===== src/hw/rtl/utra_pkg.sv =====
// Package: shared types, constants and helpers for the radix ASCII converter.
`timescale 1ns / 1ps

package utra_pkg;

  localparam int NUMBER_W = 32;
  localparam int BASE_W   = 6;
  localparam int CHAR_W   = 7;

  // Quotient bits retired per divider cycle.
  localparam int DIV_STEP_BITS = 4;

  localparam logic [BASE_W-1:0] BASE_MIN = 6'd2;
  localparam logic [BASE_W-1:0] BASE_MAX = 6'd36;

  localparam logic [CHAR_W-1:0] CH_ZERO       = 7'h30;  // '0'
  localparam logic [CHAR_W-1:0] CH_NINE       = 7'h39;  // '9'
  localparam logic [CHAR_W-1:0] CH_UPPER_A    = 7'h41;  // 'A'
  localparam logic [CHAR_W-1:0] CH_UPPER_Z    = 7'h5A;  // 'Z'
  localparam logic [CHAR_W-1:0] CH_ALPHA_BASE = 7'h37;  // 'A' - 10
  localparam logic [CHAR_W-1:0] CH_NONE       = 7'h00;

  localparam logic [BASE_W-1:0] DEC_DIGITS = 6'd10;

  typedef enum logic [2:0] {
    S_IDLE,
    S_DIV,
    S_READ,
    S_EMIT,
    S_EMPTY
  } utra_state_t;

  function automatic logic base_ok(input logic [BASE_W-1:0] b);
    return (b >= BASE_MIN) && (b <= BASE_MAX);
  endfunction

  function automatic logic [CHAR_W-1:0] digit_to_char(input logic [BASE_W-1:0] d);
    logic [CHAR_W-1:0] dx;
    dx = {1'b0, d};
    if (d < DEC_DIGITS) begin
      return CH_ZERO + dx;
    end
    return CH_ALPHA_BASE + dx;
  endfunction

endpackage


===== src/hw/rtl/utra_if.sv =====
// Interfaces: valid/ready channels for the input value and the output characters.
`timescale 1ns / 1ps

interface utra_in_if;
  import utra_pkg::*;

  logic                valid;
  logic                ready;
  logic [NUMBER_W-1:0] number_in;
  logic [BASE_W-1:0]   base;

  modport source (output valid, output number_in, output base, input ready);
  modport sink   (input valid, input number_in, input base, output ready);
endinterface

interface utra_out_if;
  import utra_pkg::*;

  logic              valid;
  logic              ready;
  logic [CHAR_W-1:0] char_code;
  logic              last_char;
  logic              empty_result;

  modport source (output valid, output char_code, output last_char, output empty_result,
                  input ready);
  modport sink   (input valid, input char_code, input last_char, input empty_result,
                  output ready);
endinterface


===== src/hw/rtl/unsigned_to_radix_ascii.sv =====
// Top level: unsigned value to ASCII digit string in radix 2..36.
`timescale 1ns / 1ps
//
// Usage
//   in_chan  : one transfer carries number_in (low VALUE_BITS bits used) and base.
//   out_chan : one transfer per digit character, most significant first;
//              last_char marks the final one. A base outside 2..36 yields a single
//              transfer with empty_result=1, last_char=1, char_code=0.
//   in_chan.ready is high only while idle: one conversion at a time.
//
// Sequence, STEPS = ceil(VALUE_BITS/4), D = number of digits:
//   divide : one shared 4-bit-per-cycle restoring divider produces each of the D
//            digits (quotient and remainder), retiring STEPS*4 quotient bits each.
//   emit   : per character, a digit store read into rd_data_r, then the offer on out_chan.
//   invalid base: the result is offered the cycle after the input transfer.
//
// Reset (synchronous, rst_n low) returns the sequencer to idle and drops
// out_chan.valid. The digit store is not cleared; every entry is written
// before it is read. A stalled receiver simply holds the current character
// on out_chan until ready; nothing is lost.
module unsigned_to_radix_ascii #(
  parameter int VALUE_BITS = 32
) (
  input  logic       clk,
  input  logic       rst_n,
  utra_in_if.sink    in_chan,
  utra_out_if.source out_chan
);
  import utra_pkg::*;

  localparam int STEPS = (VALUE_BITS + DIV_STEP_BITS - 1) / DIV_STEP_BITS;
  localparam int PW    = STEPS * DIV_STEP_BITS;   // padded dividend width
  localparam int SW    = $clog2(STEPS);           // divider step counter
  localparam int CW    = $clog2(VALUE_BITS + 1);  // digit count
  localparam int AW    = $clog2(VALUE_BITS);      // digit store address

  utra_state_t       state_r, state_nxt;
  logic [PW-1:0]     quo_r, quo_nxt;       // dividend in, quotient out
  logic [BASE_W-1:0] rem_r, rem_nxt;
  logic [BASE_W-1:0] base_r, base_nxt;
  logic [SW-1:0]     step_r, step_nxt;
  logic [CW-1:0]     cnt_r, cnt_nxt;
  logic [BASE_W-1:0] rd_data_r;

  logic [BASE_W-1:0] digit_mem [VALUE_BITS];

  logic              in_xfer, out_xfer;
  logic              div_done;
  logic [PW-1:0]     div_quo;
  logic [BASE_W-1:0] div_rem;
  logic [PW-1:0]     value_in;
  logic [63:0]       num_ext;
  logic [CW-1:0]     cnt_dec;
  logic              mem_we, mem_re;
  logic [AW-1:0]     wr_addr, rd_addr;

  assign in_xfer  = in_chan.valid && in_chan.ready;
  assign out_xfer = out_chan.valid && out_chan.ready;
  assign cnt_dec  = cnt_r - 1'b1;
  assign wr_addr  = cnt_r[AW-1:0];
  assign rd_addr  = cnt_dec[AW-1:0];
  assign div_done = (state_r == S_DIV) && (step_r == SW'(STEPS - 1));
  assign mem_we   = div_done;
  assign mem_re   = (state_r == S_READ);

  // Mask the input down to VALUE_BITS and zero-pad to the divider width.
  assign num_ext = {{(64 - NUMBER_W){1'b0}}, in_chan.number_in};
  always_comb begin
    value_in = '0;
    for (int i = 0; i < PW; i++) begin
      if (i < VALUE_BITS) begin
        value_in[i] = num_ext[i];
      end
    end
  end

  // Shared divider: DIV_STEP_BITS restoring steps on a narrow remainder.
  always_comb begin
    logic [BASE_W:0] trial;
    logic [BASE_W:0] divisor;
    divisor = {1'b0, base_r};
    div_quo = quo_r;
    div_rem = rem_r;
    for (int k = 0; k < DIV_STEP_BITS; k++) begin
      trial   = {div_rem, div_quo[PW-1]};
      div_quo = {div_quo[PW-2:0], 1'b0};
      if (trial >= divisor) begin
        trial      = trial - divisor;
        div_quo[0] = 1'b1;
      end
      div_rem = trial[BASE_W-1:0];
    end
  end

  // Next state
  always_comb begin
    state_nxt = state_r;
    unique case (state_r)
      S_IDLE: begin
        if (in_xfer) begin
          state_nxt = base_ok(in_chan.base) ? S_DIV : S_EMPTY;
        end
      end
      S_DIV: begin
        if (div_done && (div_quo == '0)) begin
          state_nxt = S_READ;
        end
      end
      S_READ: state_nxt = S_EMIT;
      S_EMIT: begin
        if (out_xfer) begin
          state_nxt = (cnt_r == '0) ? S_IDLE : S_READ;
        end
      end
      S_EMPTY: begin
        if (out_xfer) begin
          state_nxt = S_IDLE;
        end
      end
      default: state_nxt = S_IDLE;
    endcase
  end

  // Handshake and payload
  always_comb begin
    in_chan.ready         = 1'b0;
    out_chan.valid        = 1'b0;
    out_chan.char_code    = CH_NONE;
    out_chan.last_char    = 1'b0;
    out_chan.empty_result = 1'b0;
    unique case (state_r)
      S_IDLE: in_chan.ready = 1'b1;
      S_DIV, S_READ: ;
      S_EMIT: begin
        out_chan.valid     = 1'b1;
        out_chan.char_code = digit_to_char(rd_data_r);
        out_chan.last_char = (cnt_r == '0);
      end
      S_EMPTY: begin
        out_chan.valid        = 1'b1;
        out_chan.last_char    = 1'b1;
        out_chan.empty_result = 1'b1;
      end
      default: ;
    endcase
  end

  // Datapath next values
  always_comb begin
    quo_nxt  = quo_r;
    rem_nxt  = rem_r;
    base_nxt = base_r;
    step_nxt = step_r;
    cnt_nxt  = cnt_r;
    case (state_r)
      S_IDLE: begin
        if (in_xfer) begin
          quo_nxt  = value_in;
          rem_nxt  = '0;
          base_nxt = in_chan.base;
          step_nxt = '0;
          cnt_nxt  = '0;
        end
      end
      S_DIV: begin
        quo_nxt = div_quo;
        if (div_done) begin
          // digit stored this cycle; restart on the quotient
          rem_nxt  = '0;
          step_nxt = '0;
          cnt_nxt  = cnt_r + 1'b1;
        end else begin
          rem_nxt  = div_rem;
          step_nxt = step_r + 1'b1;
        end
      end
      S_READ: cnt_nxt = cnt_dec;
      default: ;
    endcase
  end

  always_ff @(posedge clk) begin
    if (!rst_n) begin
      state_r <= S_IDLE;
      step_r  <= '0;
      cnt_r   <= '0;
    end else begin
      state_r <= state_nxt;
      step_r  <= step_nxt;
      cnt_r   <= cnt_nxt;
    end
  end

  always_ff @(posedge clk) begin
    quo_r  <= quo_nxt;
    rem_r  <= rem_nxt;
    base_r <= base_nxt;
  end

  // Digit store: one write port, one registered read port
  always_ff @(posedge clk) begin
    if (mem_we) begin
      digit_mem[wr_addr] <= div_rem;
    end
    if (mem_re) begin
      rd_data_r <= digit_mem[rd_addr];
    end
  end

endmodule


===== src/flat_wrapper.sv =====
// flat-port wrapper written by rule: the top's interface ports become plain ports
module unsigned_to_radix_ascii_flat import utra_pkg::*;
#(
  parameter int VALUE_BITS = 32
)
  (clk, rst_n, in_chan_valid, in_chan_number_in, in_chan_base, in_chan_ready, out_chan_valid, out_chan_char_code, out_chan_last_char, out_chan_empty_result, out_chan_ready);
  utra_in_if in_chan_i ();
  utra_out_if out_chan_i ();
  input  logic clk;
  input  logic rst_n;
  input wire logic [$bits(in_chan_i.valid)-1:0] in_chan_valid;
  input wire logic [$bits(in_chan_i.number_in)-1:0] in_chan_number_in;
  input wire logic [$bits(in_chan_i.base)-1:0] in_chan_base;
  output wire logic [$bits(in_chan_i.ready)-1:0] in_chan_ready;
  output wire logic [$bits(out_chan_i.valid)-1:0] out_chan_valid;
  output wire logic [$bits(out_chan_i.char_code)-1:0] out_chan_char_code;
  output wire logic [$bits(out_chan_i.last_char)-1:0] out_chan_last_char;
  output wire logic [$bits(out_chan_i.empty_result)-1:0] out_chan_empty_result;
  input wire logic [$bits(out_chan_i.ready)-1:0] out_chan_ready;
  assign in_chan_i.valid = in_chan_valid;
  assign in_chan_i.number_in = in_chan_number_in;
  assign in_chan_i.base = in_chan_base;
  assign in_chan_ready = in_chan_i.ready;
  assign out_chan_valid = out_chan_i.valid;
  assign out_chan_char_code = out_chan_i.char_code;
  assign out_chan_last_char = out_chan_i.last_char;
  assign out_chan_empty_result = out_chan_i.empty_result;
  assign out_chan_i.ready = out_chan_ready;
  unsigned_to_radix_ascii #(.VALUE_BITS(VALUE_BITS)) u_core (.clk(clk), .rst_n(rst_n), .in_chan(in_chan_i), .out_chan(out_chan_i));
endmodule

===== config.mk =====
export PLATFORM = sky130hd
export DESIGN_NAME = unsigned_to_radix_ascii_flat
export DESIGN_NICKNAME = d
export VERILOG_FILES = /design/src/hw/rtl/utra_pkg.sv /design/src/hw/rtl/utra_if.sv /design/src/hw/rtl/unsigned_to_radix_ascii.sv /design/src/flat_wrapper.sv
export SDC_FILE = /design/constraint.sdc
export NUM_CORES = 1
export LEC_CHECK = 0
export BUFFER_PORTS_ARGS = -buffer_cell sky130_fd_sc_hd__buf_4
export CELL_PAD_IN_SITES_DETAIL_PLACEMENT = 1
export CELL_PAD_IN_SITES_GLOBAL_PLACEMENT = 1
export CORE_MARGIN = 1.5
export CORE_UTILIZATION = 35
export DETAILED_ROUTE_END_ITERATION = 8
export GPL_ROUTABILITY_DRIVEN = 0
export PLACE_DENSITY = 0.59
export REMOVE_ABC_BUFFERS = 1
export SYNTH_ARGS = -nofsm -noshare
export SYNTH_HDL_FRONTEND = slang
export SYNTH_SLANG_ARGS = --single-unit

===== constraint.sdc =====
create_clock -name clk -period 7.3 [get_ports clk]
set_input_delay 0.365 -clock clk [delete_from_list [all_inputs] [get_ports clk]]
set_output_delay 0.365 -clock clk [all_outputs]
set_load 0.1 [all_outputs]

==> summary.md <==
| Metric | Value |
|---|---|
| Largest net degree at the start of global routing | `39` |
| Final setup vio count | `0` |
| Synth cell types | `53` |
| Final Hold Viols | `0` |
| TritonCTS clock tree | `built` |
| Slew headroom | `35.0%` |
| Grt ovf | `0` |
| Worst-Margin Slew | `0.967 ns` |
| CTS sink count | `254` |
| Final period util | `97.3%` |
| Fraction of registers with async set/reset | `0%` |
| Antenna diode instance count | `0` |
| Initial DRC count | `523` |
| Starting density of the core | `35.4%` |
| CTS buffer count | `28` |
| FMAX | `0.141 GHz` |
| Hold_ws | `0.0207 ns` |
| Global-route usage over all layers | `18.2%` |
| Core area | `33400 sq um` |
| Synth warn | `0` |
| Number of enable flip-flop cells after synthesis | `242` |
| CP max-delay cell | `edfxtp_1` |
| Max-slew violations | `0` |
| Vias in the first global route | `7392` |
| Worst setup EP type | `register` |
| WS Path Type | `register to register` |
| Fraction of layout cells with a size suffix above 1 | `27.0%` |
| Antenna violations before repair | `0` |
| Die Width | `187 um` |
| FP Rows | `67` |
| Max incr delay on CP | `0.43 ns` |
| Die Area | `34800 sq um` |
| Syn Area/Cell | `14.9 sq um` |
| Seq/Total Area, Yosys | `63.6%` |
| Mapped Cells | `794` |
| Port-buffer cells | `52` |
| Synthesized flop and latch total | `254` |
| Crit start category | `register` |
| Detail Route Antenna Nets | `0` |
| Arr. time, crit path | `7.42 ns` |
| Post-Place Setup Slack | `-0.172 ns` |
| Min-Delay Path Class | `input port to register` |
| Fin nets | `973` |
| Vias | `7111` |
| Hpwl dp | `20600 um` |
| Later-pin clock latency in the skew report | `0.57 ns` |
| Clk_skew | `0.0337 ns` |
| Die Height | `187 um` |
| Final worst slack | `0.196 ns` |
| Residual DRC | `0` |
| Ports | `53` |
| Wire length of the first global-routing pass | `47300 um` |
| Maxcap violations | `0` |
| Routed wire length | `31900 um` |
| Worst-path fanout max | `15` |
| Area grow syn2layout | `20.6%` |
| Tmin final | `7.10 ns` |
| Cell area after synthesis | `11800 sq um` |
| WL/cell | `23.4 um` |
| Dominant synthesized flop cell | `edfxtp_1` |
| Clock buffer depth | `3` |
| Clock-pin slew on the worst setup and hold paths | `0.06 ns` |
| H-Tree Depth | `1` |
| Pre-antenna DRT Iters | `5` |
| Root Driver | `clkbuf_16` |
| Critical Path RT | `7.62 ns` |
| Fill cell count | `3407` |
| Via density | `5.22` |
| CP most frequent cell | `o21ai_2` |
| Outcome | `complete, no violations` |
[timing repair]
item / CTS / global route
cloned: 5 / 1
pin swaps: 3 / 13
setup buffers: 1 / 18
setup endpoints to repair: 197 / 201
gates resized for setup: 6 / 21
hold buffers: 3 / 0
endpoints found under the hold margin: 3 / 0
[Yosys cell counts, drive strengths merged, types with 4 or more instances]
library cell | count | share of area (%)
a211oi | 8 | 0.55
a21boi | 5 | 0.35
a21o | 9 | 0.57
a21oi | 21 | 0.89
and2 | 9 | 0.48
buf | 9 | 0.30
clkbuf | 24 | 0.76
dfxtp | 12 | 2.0
edfxtp | 242 | 62
fa | 4 | 0.68
ha | 33 | 3.5
inv | 30 | 0.95
mux2 | 18 | 2.0
mux2i | 9 | 0.76
mux4 | 60 | 11
nand2 | 123 | 3.9
nand2b | 5 | 0.27
nand3 | 7 | 0.30
nand3b | 5 | 0.32
nand4 | 8 | 0.42
nor2 | 50 | 1.6
nor2b | 9 | 0.48
nor3 | 8 | 0.34
nor4 | 7 | 0.37
o21a | 6 | 0.38
o21ai | 21 | 0.99
or3 | 5 | 0.31
xnor2 | 16 | 1.2
xor2 | 4 | 0.30
[stage by stage]
stage	utilization, %	cell area, sq um	std cells	setup TNS (ns)
3_5_place_dp	38.5	12800	1284	-6.35
5_1_grt	42.6	14200	1363	-9.43
4_1_cts	41.7	13900	1344	0
6_report	42.6	14200	1363	0
2_1_floorplan	-	11700	761	-43.88
3_3_place_gp	38.5	12800	1284	0
[cell families (layout without fill, tap and decap cells)]
family	Yosys count	in the layout	share of synthesized area, %
adder cells (fa/ha/maj)	37	37	4.18
AND/OR/NAND/NOR	243	243	9.26
multiplexers	87	92	14.2
AO/OA/AOI/OAI	90	90	5.22
buffers and inverters	63	179	2.02
flip-flops	254	254	63.6
XOR/XNOR	20	20	1.49
[path summary, 6_finish.rpt]
| path | from | to | slack [ns] | depth (start not counted) |
|---|---|---|---|---|
| setup / recovery | u_core.rem_r[3]$_SDFFCE_PN0P_ | u_core.digit_mem[23][4]$_DFFE_PP_ | 0.20 | 34 |
| setup reg to reg | u_core.rem_r[3]$_SDFFCE_PN0P_ | u_core.digit_mem[23][4]$_DFFE_PP_ | 0.20 | 34 |
| hold / removal | in_chan_base[2] | u_core.base_r[2]$_DFFE_PP_ | 0.02 | 1 |
| hold reg to reg | u_core.step_r[2]$_SDFFE_PN0P_ | u_core.step_r[2]$_SDFFE_PN0P_ | 0.54 | 2 |
[flip-flops by register name (all words and copies together), names as in the netlist]
signal,flops
u_core.base_r,6
u_core.cnt_r,6
u_core.digit_mem,192
u_core.quo_r,32
u_core.rd_data_r,6
u_core.rem_r,6
u_core.state_r,3
u_core.step_r,3
[worst max-delay path, delay by kind of cell, from the launching register on]
family                   cells  cell delay (ns)
adder cells (fa/ha/maj)      4             1.05
AO/OA/AOI/OAI               16             2.69
AND/OR/NAND/NOR              4             0.70
multiplexers                 4             1.19
flip-flops                   1             0.43
buffers and inverters        6             0.82
[final cells by class]
cell class | instances | area, sq um | area share, %
clock buffers | 35 | 727 | 5.11
inverters | 30 | 113 | 0.791
clock inverters | 16 | 184 | 1.29
well taps | 448 | 561 | 3.94
flip-flops and latches | 254 | 7510 | 52.8
repair buffers | 98 | 843 | 5.93
multi-input cells | 482 | 4290 | 30.1
[layout by cell type, fill, tap and decap left out, types with 7 or more instances in the layout]
master     instances
nor3_1             8
buf_4             86
nor2b_1            9
inv_1             29
mux4_2            60
xnor2_1           14
ha_1              26
nor2_1            50
o21ai_0           14
nand4_1            8
dfxtp_1           11
clkbuf_16         29
nand3_1            7
edfxtp_1         242
nor4_1             7
clkbuf_1           7
and2_1             8
mux2_2            13
a21o_1             9
a21oi_1           17
mux2_4            10
nand2_1          123
[routing by layer]
layer	wire length [um]	GRT usage [%]	part of all wire, %	up-vias
met2	14800	28.9	46	166
met1	15000	26.0	47	3655
li1	-	-	-	3250
met4	545	4.22	1.7	0
met3	1560	3.39	4.9	40
met5	0	0	0	-
Power is not shown: default switching activity piles up to over one toggle a cycle in this logic, so the estimate is an artifact.
